File: src/sv/tmh_pkg.sv
package tmh_pkg;

  localparam int DL_W   = 48;
  localparam int SOCK_W = 16;
  localparam int TO_W   = 32;
  localparam int OP_W   = 2;

  // most sockets reported by one tick
  localparam int MAX_OUT = 64;
  localparam int OUT_CW  = 7;

  localparam logic [OP_W-1:0] OP_ADD  = 2'd0;
  localparam logic [OP_W-1:0] OP_DEL  = 2'd1;
  localparam logic [OP_W-1:0] OP_TICK = 2'd2;

  localparam logic [TO_W-1:0] TIMEOUT_RESET = 32'd1000;

  typedef struct packed {
    logic [DL_W-1:0]   deadline;
    logic [SOCK_W-1:0] sock;
    logic              deleted;
  } entry_t;

endpackage

File: src/sv/tmh_if.sv
interface tmh_in_if
  import tmh_pkg::*;
();
  logic              valid;
  logic              ready;
  logic [OP_W-1:0]   operation;
  logic [DL_W-1:0]   now_ms;
  logic [SOCK_W-1:0] sock_id;

  modport source (output valid, operation, now_ms, sock_id, input ready);
  modport sink   (input valid, operation, now_ms, sock_id, output ready);
endinterface

interface tmh_out_if
  import tmh_pkg::*;
();
  logic              valid;
  logic              ready;
  logic [SOCK_W-1:0] expired_sock;
  logic              expired_valid;
  logic              status;
  logic              last;

  modport source (output valid, expired_sock, expired_valid, status, last, input ready);
  modport sink   (input valid, expired_sock, expired_valid, status, last, output ready);
endinterface

File: src/sv/tmh_heap_mem.sv
module tmh_heap_mem
  import tmh_pkg::*;
#(
  parameter int HEAP_DEPTH = 64,
  parameter int AW = $clog2(HEAP_DEPTH)
) (
  input  logic          clk,
  input  logic          we,
  input  logic [AW-1:0] waddr,
  input  entry_t        wdata,
  input  logic          re,
  input  logic [AW-1:0] raddr,
  output entry_t        rdata
);

  entry_t mem [HEAP_DEPTH];

  // one write and one registered read per cycle; read data holds without re
  always_ff @(posedge clk) begin
    if (we) begin
      mem[waddr] <= wdata;
    end
    if (re) begin
      rdata <= mem[raddr];
    end
  end

endmodule

File: src/sv/tmh_ctrl.sv
module tmh_ctrl
  import tmh_pkg::*;
#(
  parameter int HEAP_DEPTH = 64,
  parameter int AW = $clog2(HEAP_DEPTH),
  parameter int CW = $clog2(HEAP_DEPTH + 1)
) (
  input  logic            clk,
  input  logic            rst,
  input  logic [TO_W-1:0] timeout_ms,
  tmh_in_if.sink          req,
  tmh_out_if.source       rsp,
  output logic            mem_we,
  output logic [AW-1:0]   mem_waddr,
  output entry_t          mem_wdata,
  output logic            mem_re,
  output logic [AW-1:0]   mem_raddr,
  input  entry_t          mem_rdata,
  output logic [CW-1:0]   count
);

  localparam int IW = AW + 2;

  localparam logic [3:0] S_IDLE   = 4'd0;
  localparam logic [3:0] S_SU_RD  = 4'd1;
  localparam logic [3:0] S_SU_CMP = 4'd2;
  localparam logic [3:0] S_SU_WX  = 4'd3;
  localparam logic [3:0] S_FINAL  = 4'd4;
  localparam logic [3:0] S_DL_RD  = 4'd5;
  localparam logic [3:0] S_DL_CHK = 4'd6;
  localparam logic [3:0] S_TK_RD  = 4'd7;
  localparam logic [3:0] S_TK_CHK = 4'd8;
  localparam logic [3:0] S_POP    = 4'd9;
  localparam logic [3:0] S_POP_LD = 4'd10;
  localparam logic [3:0] S_SD_RL  = 4'd11;
  localparam logic [3:0] S_SD_RR  = 4'd12;
  localparam logic [3:0] S_SD_RC  = 4'd13;
  localparam logic [3:0] S_SD_CMP = 4'd14;
  localparam logic [3:0] S_TK_END = 4'd15;

  logic [3:0]        state, state_next;
  logic [DL_W-1:0]   now, now_next;
  logic [SOCK_W-1:0] sock, sock_next;
  entry_t            x, x_next;
  entry_t            lreg, lreg_next;
  entry_t            child, child_next;
  logic [AW-1:0]     pos, pos_next;
  logic [AW-1:0]     cidx, cidx_next;
  logic [CW-1:0]     idx, idx_next;
  logic [CW-1:0]     count_next;
  logic [OUT_CW-1:0] n, n_next;
  logic              pend_v, pend_v_next;
  logic [SOCK_W-1:0] pend_sock, pend_sock_next;
  logic              st, st_next;

  logic              o_valid;
  logic [SOCK_W-1:0] o_sock;
  logic              o_xv, o_st, o_last;

  logic              emit;
  logic [SOCK_W-1:0] e_sock;
  logic              e_xv, e_last;

  logic              slot_free;
  logic [AW-1:0]     parent;
  logic [IW-1:0]     left, right, count_ext;
  logic [DL_W:0]     dl_sum;
  logic [DL_W-1:0]   dl_sat;

  assign slot_free = !o_valid || rsp.ready;
  assign parent    = (pos - AW'(1)) >> 1;
  assign left      = {1'b0, pos, 1'b1};
  assign right     = left + IW'(1);
  assign count_ext = IW'(count);
  assign dl_sum    = {1'b0, req.now_ms} + (DL_W + 1)'(timeout_ms);
  assign dl_sat    = dl_sum[DL_W] ? {DL_W{1'b1}} : dl_sum[DL_W-1:0];

  assign req.ready         = (state == S_IDLE);
  assign rsp.valid         = o_valid;
  assign rsp.expired_sock  = o_sock;
  assign rsp.expired_valid = o_xv;
  assign rsp.status        = o_st;
  assign rsp.last          = o_last;

  // sequence the heap walks over the shared memory port and compare
  always_comb begin
    state_next     = state;
    now_next       = now;
    sock_next      = sock;
    x_next         = x;
    lreg_next      = lreg;
    child_next     = child;
    pos_next       = pos;
    cidx_next      = cidx;
    idx_next       = idx;
    count_next     = count;
    n_next         = n;
    pend_v_next    = pend_v;
    pend_sock_next = pend_sock;
    st_next        = st;
    mem_we         = 1'b0;
    mem_waddr      = pos;
    mem_wdata      = x;
    mem_re         = 1'b0;
    mem_raddr      = '0;
    emit           = 1'b0;
    e_sock         = '0;
    e_xv           = 1'b0;
    e_last         = 1'b1;

    unique case (state)
      S_IDLE: begin
        if (req.valid) begin
          now_next  = req.now_ms;
          sock_next = req.sock_id;
          st_next   = 1'b0;
          unique case (req.operation)
            OP_ADD: begin
              if (count == CW'(HEAP_DEPTH)) begin
                st_next    = 1'b1;
                state_next = S_FINAL;
              end else begin
                x_next     = '{deadline: dl_sat, sock: req.sock_id, deleted: 1'b0};
                pos_next   = count[AW-1:0];
                count_next = count + CW'(1);
                state_next = (count == '0) ? S_SU_WX : S_SU_RD;
              end
            end
            OP_DEL: begin
              idx_next   = '0;
              state_next = S_DL_RD;
            end
            OP_TICK: begin
              n_next      = '0;
              pend_v_next = 1'b0;
              state_next  = S_TK_RD;
            end
            default: state_next = S_FINAL;
          endcase
        end
      end
      S_SU_RD: begin
        mem_re     = 1'b1;
        mem_raddr  = parent;
        state_next = S_SU_CMP;
      end
      S_SU_CMP: begin
        mem_we = 1'b1;
        if (mem_rdata.deadline > x.deadline) begin
          mem_wdata  = mem_rdata;
          pos_next   = parent;
          state_next = (parent == '0) ? S_SU_WX : S_SU_RD;
        end else begin
          state_next = S_FINAL;
        end
      end
      S_SU_WX: begin
        mem_we     = 1'b1;
        state_next = S_FINAL;
      end
      S_FINAL: begin
        if (slot_free) begin
          emit       = 1'b1;
          state_next = S_IDLE;
        end
      end
      S_DL_RD: begin
        if (idx >= count) begin
          state_next = S_FINAL;
        end else begin
          mem_re     = 1'b1;
          mem_raddr  = idx[AW-1:0];
          state_next = S_DL_CHK;
        end
      end
      S_DL_CHK: begin
        // mark a matching entry, then advance the scan
        if (mem_rdata.sock == sock) begin
          mem_we            = 1'b1;
          mem_waddr         = idx[AW-1:0];
          mem_wdata         = mem_rdata;
          mem_wdata.deleted = 1'b1;
        end
        idx_next   = idx + CW'(1);
        state_next = S_DL_RD;
      end
      S_TK_RD: begin
        if (count == '0 || n == OUT_CW'(MAX_OUT)) begin
          state_next = S_TK_END;
        end else begin
          mem_re     = 1'b1;
          state_next = S_TK_CHK;
        end
      end
      S_TK_CHK: begin
        // hold one expired socket back so the final one can carry last
        if (mem_rdata.deleted) begin
          state_next = S_POP;
        end else if (mem_rdata.deadline > now) begin
          state_next = S_TK_END;
        end else if (!pend_v) begin
          pend_v_next    = 1'b1;
          pend_sock_next = mem_rdata.sock;
          n_next         = n + OUT_CW'(1);
          state_next     = S_POP;
        end else if (slot_free) begin
          emit           = 1'b1;
          e_sock         = pend_sock;
          e_xv           = 1'b1;
          e_last         = 1'b0;
          pend_sock_next = mem_rdata.sock;
          n_next         = n + OUT_CW'(1);
          state_next     = S_POP;
        end
      end
      S_POP: begin
        count_next = count - CW'(1);
        if (count == CW'(1)) begin
          state_next = S_TK_RD;
        end else begin
          mem_re     = 1'b1;
          mem_raddr  = AW'(count - CW'(1));
          state_next = S_POP_LD;
        end
      end
      S_POP_LD: begin
        x_next     = mem_rdata;
        pos_next   = '0;
        state_next = S_SD_RL;
      end
      S_SD_RL: begin
        if (left >= count_ext) begin
          mem_we     = 1'b1;
          state_next = S_TK_RD;
        end else begin
          mem_re     = 1'b1;
          mem_raddr  = left[AW-1:0];
          state_next = S_SD_RR;
        end
      end
      S_SD_RR: begin
        lreg_next = mem_rdata;
        if (right < count_ext) begin
          mem_re     = 1'b1;
          mem_raddr  = right[AW-1:0];
          state_next = S_SD_RC;
        end else begin
          child_next = mem_rdata;
          cidx_next  = left[AW-1:0];
          state_next = S_SD_CMP;
        end
      end
      S_SD_RC: begin
        if (lreg.deadline > mem_rdata.deadline) begin
          child_next = mem_rdata;
          cidx_next  = right[AW-1:0];
        end else begin
          child_next = lreg;
          cidx_next  = left[AW-1:0];
        end
        state_next = S_SD_CMP;
      end
      S_SD_CMP: begin
        mem_we = 1'b1;
        if (x.deadline > child.deadline) begin
          mem_wdata  = child;
          pos_next   = cidx;
          state_next = S_SD_RL;
        end else begin
          state_next = S_TK_RD;
        end
      end
      S_TK_END: begin
        if (slot_free) begin
          emit       = 1'b1;
          e_sock     = pend_v ? pend_sock : '0;
          e_xv       = pend_v;
          state_next = S_IDLE;
        end
      end
      default: state_next = S_IDLE;
    endcase
  end

  // advance sequencer state
  always_ff @(posedge clk) begin
    if (rst) begin
      state  <= S_IDLE;
      count  <= '0;
      pend_v <= 1'b0;
      n      <= '0;
    end else begin
      state  <= state_next;
      count  <= count_next;
      pend_v <= pend_v_next;
      n      <= n_next;
    end
    now       <= now_next;
    sock      <= sock_next;
    x         <= x_next;
    lreg      <= lreg_next;
    child     <= child_next;
    pos       <= pos_next;
    cidx      <= cidx_next;
    idx       <= idx_next;
    pend_sock <= pend_sock_next;
    st        <= st_next;
  end

  // hold a result until the receiver takes the transaction
  always_ff @(posedge clk) begin
    if (rst) begin
      o_valid <= 1'b0;
    end else if (emit) begin
      o_valid <= 1'b1;
    end else if (rsp.ready) begin
      o_valid <= 1'b0;
    end
    if (emit) begin
      o_sock <= e_sock;
      o_xv   <= e_xv;
      o_st   <= st & ~e_xv;
      o_last <= e_last;
    end
  end

endmodule

File: src/sv/timer_min_heap_expiry.sv
// Timer queue: a binary min-heap of socket deadlines.
// req carries operation (add, delete, tick, or no operation), now_ms and
// sock_id; a transaction is taken when valid and ready are both high.
// rsp carries the results; every input gives one or more, the final one
// with last set. Add stores now_ms + timeout_ms (saturating) and sets status
// when the heap is full. Delete marks every entry of the socket. Tick drops
// marked entries at the root and reports expired sockets in deadline order,
// at most 64 per tick, one result each.
// cfg_we/cfg_wdata write timeout_ms (1000 after reset); the user must write
// it only while idle, the block itself does not enforce this. Add reads and
// compares each parent on its way up; delete reads and checks every stored
// entry; each pop in a tick walks down, reading the children on each level.
// The heap has a single memory port; one item at a time, ready low meanwhile.
// Reset empties the heap at once (no clearing pass). A stalled receiver
// holds the result register; a tick waits there, an add or delete finishes
// its heap work and waits only to post its result.
module timer_min_heap_expiry
  import tmh_pkg::*;
#(
  parameter int HEAP_DEPTH = 64
) (
  input  logic            clk,
  input  logic            rst,
  tmh_in_if.sink          req,
  tmh_out_if.source       rsp,
  input  logic            cfg_we,
  input  logic [TO_W-1:0] cfg_wdata
);

  localparam int AW = $clog2(HEAP_DEPTH);
  localparam int CW = $clog2(HEAP_DEPTH + 1);

  logic [TO_W-1:0] timeout_ms;
  logic            mem_we, mem_re;
  logic [AW-1:0]   mem_waddr, mem_raddr;
  entry_t          mem_wdata, mem_rdata;
  logic [CW-1:0]   count;

  // hold the timeout register
  always_ff @(posedge clk) begin
    if (rst) begin
      timeout_ms <= TIMEOUT_RESET;
    end else if (cfg_we) begin
      timeout_ms <= cfg_wdata;
    end
  end

  tmh_heap_mem #(.HEAP_DEPTH(HEAP_DEPTH), .AW(AW)) u_mem (
    .clk   (clk),
    .we    (mem_we),
    .waddr (mem_waddr),
    .wdata (mem_wdata),
    .re    (mem_re),
    .raddr (mem_raddr),
    .rdata (mem_rdata)
  );

  tmh_ctrl #(.HEAP_DEPTH(HEAP_DEPTH), .AW(AW), .CW(CW)) u_ctrl (
    .clk        (clk),
    .rst        (rst),
    .timeout_ms (timeout_ms),
    .req        (req),
    .rsp        (rsp),
    .mem_we     (mem_we),
    .mem_waddr  (mem_waddr),
    .mem_wdata  (mem_wdata),
    .mem_re     (mem_re),
    .mem_raddr  (mem_raddr),
    .mem_rdata  (mem_rdata),
    .count      (count)
  );

  a_count_bound: assert property (@(posedge clk) disable iff (rst)
    count <= CW'(HEAP_DEPTH))
    else $error("entry count exceeds heap depth");

  a_busy_after_accept: assert property (@(posedge clk) disable iff (rst)
    req.valid && req.ready |=> !req.ready)
    else $error("ready stayed high after an accepted transaction");

  a_full_is_final: assert property (@(posedge clk) disable iff (rst)
    rsp.valid && rsp.status |-> rsp.last && !rsp.expired_valid)
    else $error("full status on a non-final or expiry result");

  a_no_write_idle: assert property (@(posedge clk) disable iff (rst)
    req.ready |-> !mem_we)
    else $error("heap written while idle");

endmodule

File: src/flat_wrapper.sv
// flat-port wrapper written by rule: the top's interface ports become plain ports
module timer_min_heap_expiry_flat import tmh_pkg::*;
#(
  parameter int HEAP_DEPTH = 64
)
  (clk, rst, cfg_we, cfg_wdata, req_valid, req_operation, req_now_ms, req_sock_id, req_ready, rsp_valid, rsp_expired_sock, rsp_expired_valid, rsp_status, rsp_last, rsp_ready);
  tmh_in_if req_i ();
  tmh_out_if rsp_i ();
  input  logic clk;
  input  logic rst;
  input  logic cfg_we;
  input  logic [TO_W-1:0] cfg_wdata;
  input wire logic [$bits(req_i.valid)-1:0] req_valid;
  input wire logic [$bits(req_i.operation)-1:0] req_operation;
  input wire logic [$bits(req_i.now_ms)-1:0] req_now_ms;
  input wire logic [$bits(req_i.sock_id)-1:0] req_sock_id;
  output wire logic [$bits(req_i.ready)-1:0] req_ready;
  output wire logic [$bits(rsp_i.valid)-1:0] rsp_valid;
  output wire logic [$bits(rsp_i.expired_sock)-1:0] rsp_expired_sock;
  output wire logic [$bits(rsp_i.expired_valid)-1:0] rsp_expired_valid;
  output wire logic [$bits(rsp_i.status)-1:0] rsp_status;
  output wire logic [$bits(rsp_i.last)-1:0] rsp_last;
  input wire logic [$bits(rsp_i.ready)-1:0] rsp_ready;
  assign req_i.valid = req_valid;
  assign req_i.operation = req_operation;
  assign req_i.now_ms = req_now_ms;
  assign req_i.sock_id = req_sock_id;
  assign req_ready = req_i.ready;
  assign rsp_valid = rsp_i.valid;
  assign rsp_expired_sock = rsp_i.expired_sock;
  assign rsp_expired_valid = rsp_i.expired_valid;
  assign rsp_status = rsp_i.status;
  assign rsp_last = rsp_i.last;
  assign rsp_i.ready = rsp_ready;
  timer_min_heap_expiry #(.HEAP_DEPTH(HEAP_DEPTH)) u_core (.clk(clk), .rst(rst), .req(req_i), .rsp(rsp_i), .cfg_we(cfg_we), .cfg_wdata(cfg_wdata));
endmodule
File: config.mk
export PLATFORM = sky130hd
export DESIGN_NAME = timer_min_heap_expiry_flat
export DESIGN_NICKNAME = d
export VERILOG_FILES = /design/src/sv/tmh_pkg.sv /design/src/sv/tmh_if.sv /design/src/sv/tmh_heap_mem.sv /design/src/sv/tmh_ctrl.sv /design/src/sv/timer_min_heap_expiry.sv /design/src/flat_wrapper.sv
export SDC_FILE = /design/constraint.sdc
export NUM_CORES = 2
export LEC_CHECK = 0
export ABC_AREA = 0
export BUFFER_PORTS_ARGS = -buffer_cell sky130_fd_sc_hd__buf_2
export CORE_MARGIN = 2
export CORE_UTILIZATION = 45
export DETAILED_ROUTE_END_ITERATION = 10
export GPL_ROUTABILITY_DRIVEN = 0
export SYNTH_ARGS = -nofsm -noshare
export SYNTH_HDL_FRONTEND = slang
export SYNTH_HIERARCHICAL = 1
export SYNTH_MEMORY_MAX_BITS = 65536
export SYNTH_SLANG_ARGS = --single-unit
File: constraint.sdc
create_clock -name clk -period 10.5 [get_ports clk]
set_clock_uncertainty 0.05 [all_clocks]
set_input_delay 1.05 -clock clk [delete_from_list [all_inputs] [get_ports clk]]
set_output_delay 1.05 -clock clk [all_outputs]
set_load 0.005 [all_outputs]
* Word-level counts from Yosys, hierarchy flattened
Memory sizes are Yosys's and may differ from the RTL's. A register that Yosys moved wholly into a read port is not among the register bits.
Index checks and enable logic that the tools add are counted.
** Cells by class
- $add $sub $neg :: 7
- Multipliers :: 0
- Div/mod/pow operators :: 0
- $lt $le $gt $ge :: 7
- Equality and inequality tests :: 35
- Shifts and indexed selects :: 0
- Muxes and demuxes :: 96
- Bitwise gates (word level) :: 6
- Reductions and logical operators :: 27
** Operators by type and width (count)
- 65-bit two-way mux :: 8
- 65-bit case mux with 2 select lines :: 2
- 65-bit case mux with 3 select lines :: 1
- 48-bit > comparator :: 4
- 16-bit two-way mux :: 8
- 6-bit two-way mux :: 13
- 7-bit two-way mux :: 11
- 4-bit case mux with 15 select lines :: 1
- 48-bit by 32-bit adder with 49-bit output :: 1
- 48-bit two-way mux :: 1
- 7-bit case mux with 2 select lines :: 3
- 4-bit two-way mux :: 9
- 4-bit equality test, second input constant :: 8
- 16-bit case mux with 2 select lines :: 1
- 6-bit case mux with 5 select lines :: 1
- 6-bit case mux with 4 select lines :: 1
- 1-bit two-way mux :: 22
- 7-bit by 1-bit adder with 7-bit output, second input constant :: 3
- 16-bit equality test :: 1
- 4-bit by 3-bit equality test with 1-bit output, second input constant :: 4
- 7-bit equality test, second input constant :: 2
- 7-bit >= comparator :: 2
- 2-bit inequality test, second input constant :: 7
- 4-bit case mux with 3 select lines :: 1
- other kinds (36) :: 63
** Word-level totals
- Register bits after elaboration :: 366
- Latch bits :: 0
- Memory bits (writable) :: 4160
- Memory bits (read-only) :: 0
- Memories :: 1
** Memory list
- u_core.u_mem.mem :: depth 64, bits a word 65, read ports 1, clocked after memory_dff 1, write ports 1, line tmh_heap_mem.sv:16 : entry_t mem [HEAP_DEPTH];

* Longest topological paths before layout
- Word-level depth :: 9
- Depth in mapped cells :: 21
- Depth with buffers taken out :: 16

* Modules after synthesis
Netlist, hierarchy kept.
** By module, submodules not included
- tmh_heap_mem :: times used 1, cells an instance 6896, area an instance 159899.6 um^2, sequential area each 126871.7 um^2
- tmh_ctrl :: times used 1, cells an instance 2159, area an instance 22517.8 um^2, sequential area each 9829.4 um^2
- timer_min_heap_expiry :: times used 1, cells an instance 103, area an instance 1168.6 um^2, sequential area each 640.6 um^2

* Least setup slack after synthesis
No wires, ideal clock.
- Path type :: reg-to-reg
- Start :: register u_core.u_ctrl.count[3]
- End :: memory u_core/u_mem/mem[48][0] (netlist bit), enable pin
- Setup time :: 568 ps
- Arrival time :: 6853 ps
- Data required time :: 9882 ps
- Slack :: 3029 ps
- Cell stages (with the launch flop) :: 12
- Path buffers :: 1
- Clock period less this slack :: 7471 ps
- Cells stage by stage :: dfxtp_1 clkbuf_1 inv_1 ha_1 nand2_1 a21o_1 a21oi_1 a21oi_1 or3_1 a21boi_0 nand2_1 nor3_1
** Between the ends
- Longest elaborated chain between the ends :: 5
** Ends and longest elaborated chain
- start: declaration :: line tmh_ctrl.sv:19 : output logic [CW-1:0] count
- start signal: assignment :: line tmh_ctrl.sv:294 : count <= count_next;
- 7-bit >= comparator :: line tmh_ctrl.sv:232 : if (left >= count_ext) begin
- 1-bit two-way mux :: line tmh_ctrl.sv:232
- 1-bit case mux with 3 select lines :: line tmh_ctrl.sv:111 : unique case (state)
- net u_core.mem_we :: line timer_min_heap_expiry.sv:34 : logic mem_we, mem_re;
- 1-bit two-way mux :: line tmh_heap_mem.sv:20 : if (we) begin
- 1-bit two-way mux (not written as such) :: line tmh_heap_mem.sv:21 : mem[waddr] <= wdata;
- end: declaration :: line tmh_heap_mem.sv:16
The timed path passes the listed nets, and every way through them passes these cells.

* Worst setup path after layout
- Start :: register u_core.u_ctrl.pos[0]
- End :: register u_core/u_mem/rdata[9] (netlist name)
** Between the ends
- Longest elaborated chain between the ends :: 4
- Elaborated cells on any way between the ends :: 10
** Ends and longest elaborated chain
- start: declaration :: line tmh_ctrl.sv:47 : logic [AW-1:0] pos, pos_next;
- start signal: assignment :: line tmh_ctrl.sv:303 : pos <= pos_next;
- 7-bit by 1-bit adder with 8-bit output :: line tmh_ctrl.sv:73 : assign right = left + IW'(1);
- 8-bit by 7-bit < comparator with 1-bit output :: line tmh_ctrl.sv:243 : if (right < count_ext) begin
- 6-bit two-way mux :: line tmh_ctrl.sv:243
- 6-bit case mux with 5 select lines * :: line tmh_ctrl.sv:111
- net u_core.mem_raddr[3] :: line timer_min_heap_expiry.sv:35 : logic [AW-1:0] mem_waddr, mem_raddr;
Mark *: on every way through the listed nets, which the timed path passes. The rest lies on a longest branch.
A chain may end at the register's enable or synchronous reset.

==> qor.yml <==
run_status:
  status: "finished clean"
timing:
  slew_headroom_pct: 9.471
  fin_crit_sh_pct: 65.97
  setup_viol: 0
  period_needed_ns: 6.926
  rsz0062_at_grt: "false"
  fin_setup_tns_ns: 0
  clock.fmax_ghz: 0.1444
  tightest_slew_ns: 1.358
  finalMaxSlewViolations: 0
  hold_violations: 0
critical_path:
  cp_num_buf_inv: 4
  crit_required_ns: 11.15
  critical-path-top-delay-family: "simple AND/OR/NAND/NOR gates"
  worst-r2r-cell-count: 20
  r2r_end: "u_core/u_mem/rdata[9]"
  rr_startpoint: "u_core/u_ctrl/pos[0]"
  critical_path.slowest_cell: "nor3_1"
  crit_arrival_ns: 7.57
  criticalPathCategory: "reg -> reg"
  max_stage_delay_ns: 0.92
  cp-start-kind: "register"
  reg2reg_setup_slack_ns: 3.57
  worst_path_most_repeated_cell: "buf_4"
  cp_cell_sequence: "ha_1 -> and3_1 -> xor2_1 -> ha_1 -> o21ai_0 -> a31oi_1 -> o21ai_0 -> nand2_1 -> nor3_1 -> nand2_1 -> o211ai_1 -> buf_4 -> nor2_4 -> buf_4 -> buf_12 -> buf_4 -> a22oi_1 -> nand3_1 -> o21ai_1 -> nor2_1"
  crit_fanout: 75
  end_kind: "register"
power_and_ir_drop:
  p_comb_share_pct: 22.8
  clkPwrFrac_pct: 32.8
  power_mw: 49.89
  internal-power_mw: 35.20
  p_seq_share_pct: 44.4
  p_sw_share_pct: 29.44
  ir_drop_uv: 239.1
  p_sw_mw: 14.69
  power_density_nw_per_um2: 240.4
  p_leak_nw: 64.80
detailed_routing:
  wl_per_cell_um: 36.43
  ant_nets: 0
  first_pass_iters: 6
  drc_errors: 0
  drt-total-wl_um: 559900
  drt_iter0_markers: 14845
  viasPerCell: 6.471
  vias: 99457
synthesis:
  synth_top_area_share_pct: 74.24
  synth_area_per_cell_um2: 20.05
  synth_area_um2: 183600
  synth-seq-cells: 4591
  netlist_top_cells_count: "4539 x edfxtp_1, 1040 x mux4_2, 353 x nand2_1, 260 x inv_1, 256 x ha_1"
  synth_cell_types: 102
  ys_seq_area_share_pct: 74.81
  synth_nets: 9518
  synthTopCellsByArea: "edfxtp_1 74%, mux4_2 13%, ha_1 1.7%"
  synth_cells: 9158
  synth_edf_count: 4539
  post-synth-top-count-cell: "edfxtp_1"
  ys_warn_count: 6
  synth_largest_area_cell: "edfxtp_1"
  async_flop_share_pct: 0
  synthFlopType: "edfxtp_1"
floorplan:
  std_cell_rows: 234
  dieArea_um2: 413100
  die_width_um: 642.7
  die-height_um: 642.7
  start_util_pct: 45.21
  core-area_um2: 406100
  io_pins: 124
cells_and_area:
  drive_above_1_share_pct: 23.83
  ff_latch_area_um2: 137300
  final_cells: 15369
  multi_input_area_um2: 44150
  area_growth_pct: 13.04
  fill_cells: 31910
  fin_area_um2: 207500
  fin_nets: 9895
placement:
  dp_hpwl_um: 307500
  portBuffers: 123
  dp.cells: 14507
  placed_area_um2: 192600
clock_network:
  post_cts_buffers: 0
  clock_latency_ns: 1.04
  numCtsBuffers: 454
  root_buffer: "clkbuf_16"
  cts_sinks: 4591
  postCtsHoldBufs: 0
  clk_pin_slew_worst_paths_ns: 0.07
  cts.repair.resized: 0
  cts_tree: "built"
  htreeDepth: 5
  clock_path_buffers: 4
hold_path:
  hold_class: "in -> reg"
  hold_path_end: "u_core/u_ctrl/now[16]"
  hold_depth: 1
  min-delay-start: "req_now_ms[16]"
global_routing:
  grt_max_degree: 116
  grt_overflow: 0
  grt_pass1_wl_um: 772300
  grt_usage_pct: 26.68
  antenna_found_initial: 41
  grt_pass1_vias: 96281
job:
  drv_cap: 0
placed cells by master (no fill, tap or decap), types with 34 or more instances in the layout:
cell and count:
o31ai_4 51, buf_4 224, clkinv_1 102, ha_1 256
mux2_2 62, buf_2 123, buf_12 51, o22ai_1 90
a21o_1 46, nand4_1 146, xnor2_1 45, inv_1 260
mux4_2 1040, or2_2 36, or3_1 36, and3_1 34
a31oi_1 36, nor2b_1 43, clkinv_2 90, edfxtp_1 4539
a22oi_1 223, mux2i_1 174, clkbuf_16 457, a21oi_1 125
o21ai_0 109, o221ai_1 44, dfxtp_1 52, nor2_4 67
a211oi_1 34, bufinv_16 51, clkbuf_1 98, nor2_1 160
nand3_1 226, nand2_1 347
power groups by stage:
| stage | sequential [mW] | clock, mW | combinational, mW |
|---|---|---|---|
| floorplan | 22.3 | 0 | 7.43 |
| global placement | 22.5 | 0 | 11.2 |
| detailed placement | 22.5 | 0 | 11.3 |
| CTS | 22.1 | 16.6 | 11.3 |
| global route | 22.2 | 17.2 | 12.0 |
| finish | 22.1 | 16.4 | 11.4 |
cells by family (layout without fill, tap and decap cells):
kind of cell | Yosys count | after routing | synth area share [%]
AND/OR/NAND/NOR | 1239 | 1239 | 3.286
buffers and inverters | 738 | 1508 | 1.871
other | 0 | 13 | 0
flip-flops | 4591 | 4591 | 74.81
AO/OA/AOI/OAI | 978 | 978 | 3.800
adder cells (fa/ha/maj) | 257 | 257 | 1.756
multiplexers | 1285 | 1285 | 14.14
XOR/XNOR | 70 | 70 | 0.3340
stage by stage:
step | hold slack, ns | worst slack (ns) | util (%)
after floorplan | 0.3878 | 3.029 | -
after global placement | 0.4027 | 3.733 | 47.42
after detailed placement | 0.4193 | 3.788 | 47.42
after CTS | 0.1636 | 3.772 | 51.10
after global routing | 0.2014 | 3.480 | 51.10
final | 0.2159 | 3.574 | 51.10
layout make-up:
cell class	instances	share of cell area, %
sequential	4591	66.18
timing repair buffer	398	1.599
tap	5428	3.273
inverter	261	0.4721
antenna	13	0.01568
clock buffer	565	5.754
clock inverter	284	1.431
multi-input combinational	3829	21.28
routing by layer:
layer	GRT usage [%]	share of wire [%]	wire length, um
met1	38.17	39	216900
met2	41.47	46	259900
met3	5.094	11	62510
met4	8.856	3.7	20490
met5	0	0.0082	46
worst max path at each step:
stage | startpoint | endpoint | slack, ns | depth (start not counted)
floorplan | u_core/u_ctrl/count[3] | u_core/u_mem/mem[48][0] | 3.03 | 11
CTS | u_core/u_ctrl/pos[0] | u_core/u_mem/rdata[13] | 3.77 | 15
global placement | u_core/u_ctrl/pos[0] | u_core/u_mem/rdata[9] | 3.73 | 20
detailed placement | u_core/u_ctrl/pos[0] | u_core/u_mem/rdata[13] | 3.79 | 15
global route | u_core/u_ctrl/pos[0] | u_core/u_mem/rdata[4] | 3.48 | 18
finish | u_core/u_ctrl/pos[0] | u_core/u_mem/rdata[9] | 3.57 | 20
sequential cells by signal, summed over array words and instances, names as in the netlist, 7 cells and up:
| signal | cells |
|---|---|
| u_core/u_ctrl/n | 7 |
| u_core/timeout_ms | 32 |
| u_core/u_ctrl/pend_sock | 16 |
| u_core/u_ctrl/rsp.expired_sock | 16 |
| u_core/u_ctrl/sock | 16 |
| u_core/u_ctrl/now | 48 |
| u_core/u_ctrl/lreg | 65 |
| u_core/u_mem/mem | 4160 |
| u_core/u_ctrl/count | 7 |
| u_core/u_ctrl/x | 65 |
| u_core/u_ctrl/child | 65 |
| u_core/u_mem/rdata | 65 |
| u_core/u_ctrl/idx | 7 |
(Power assumes the default switching activity.)
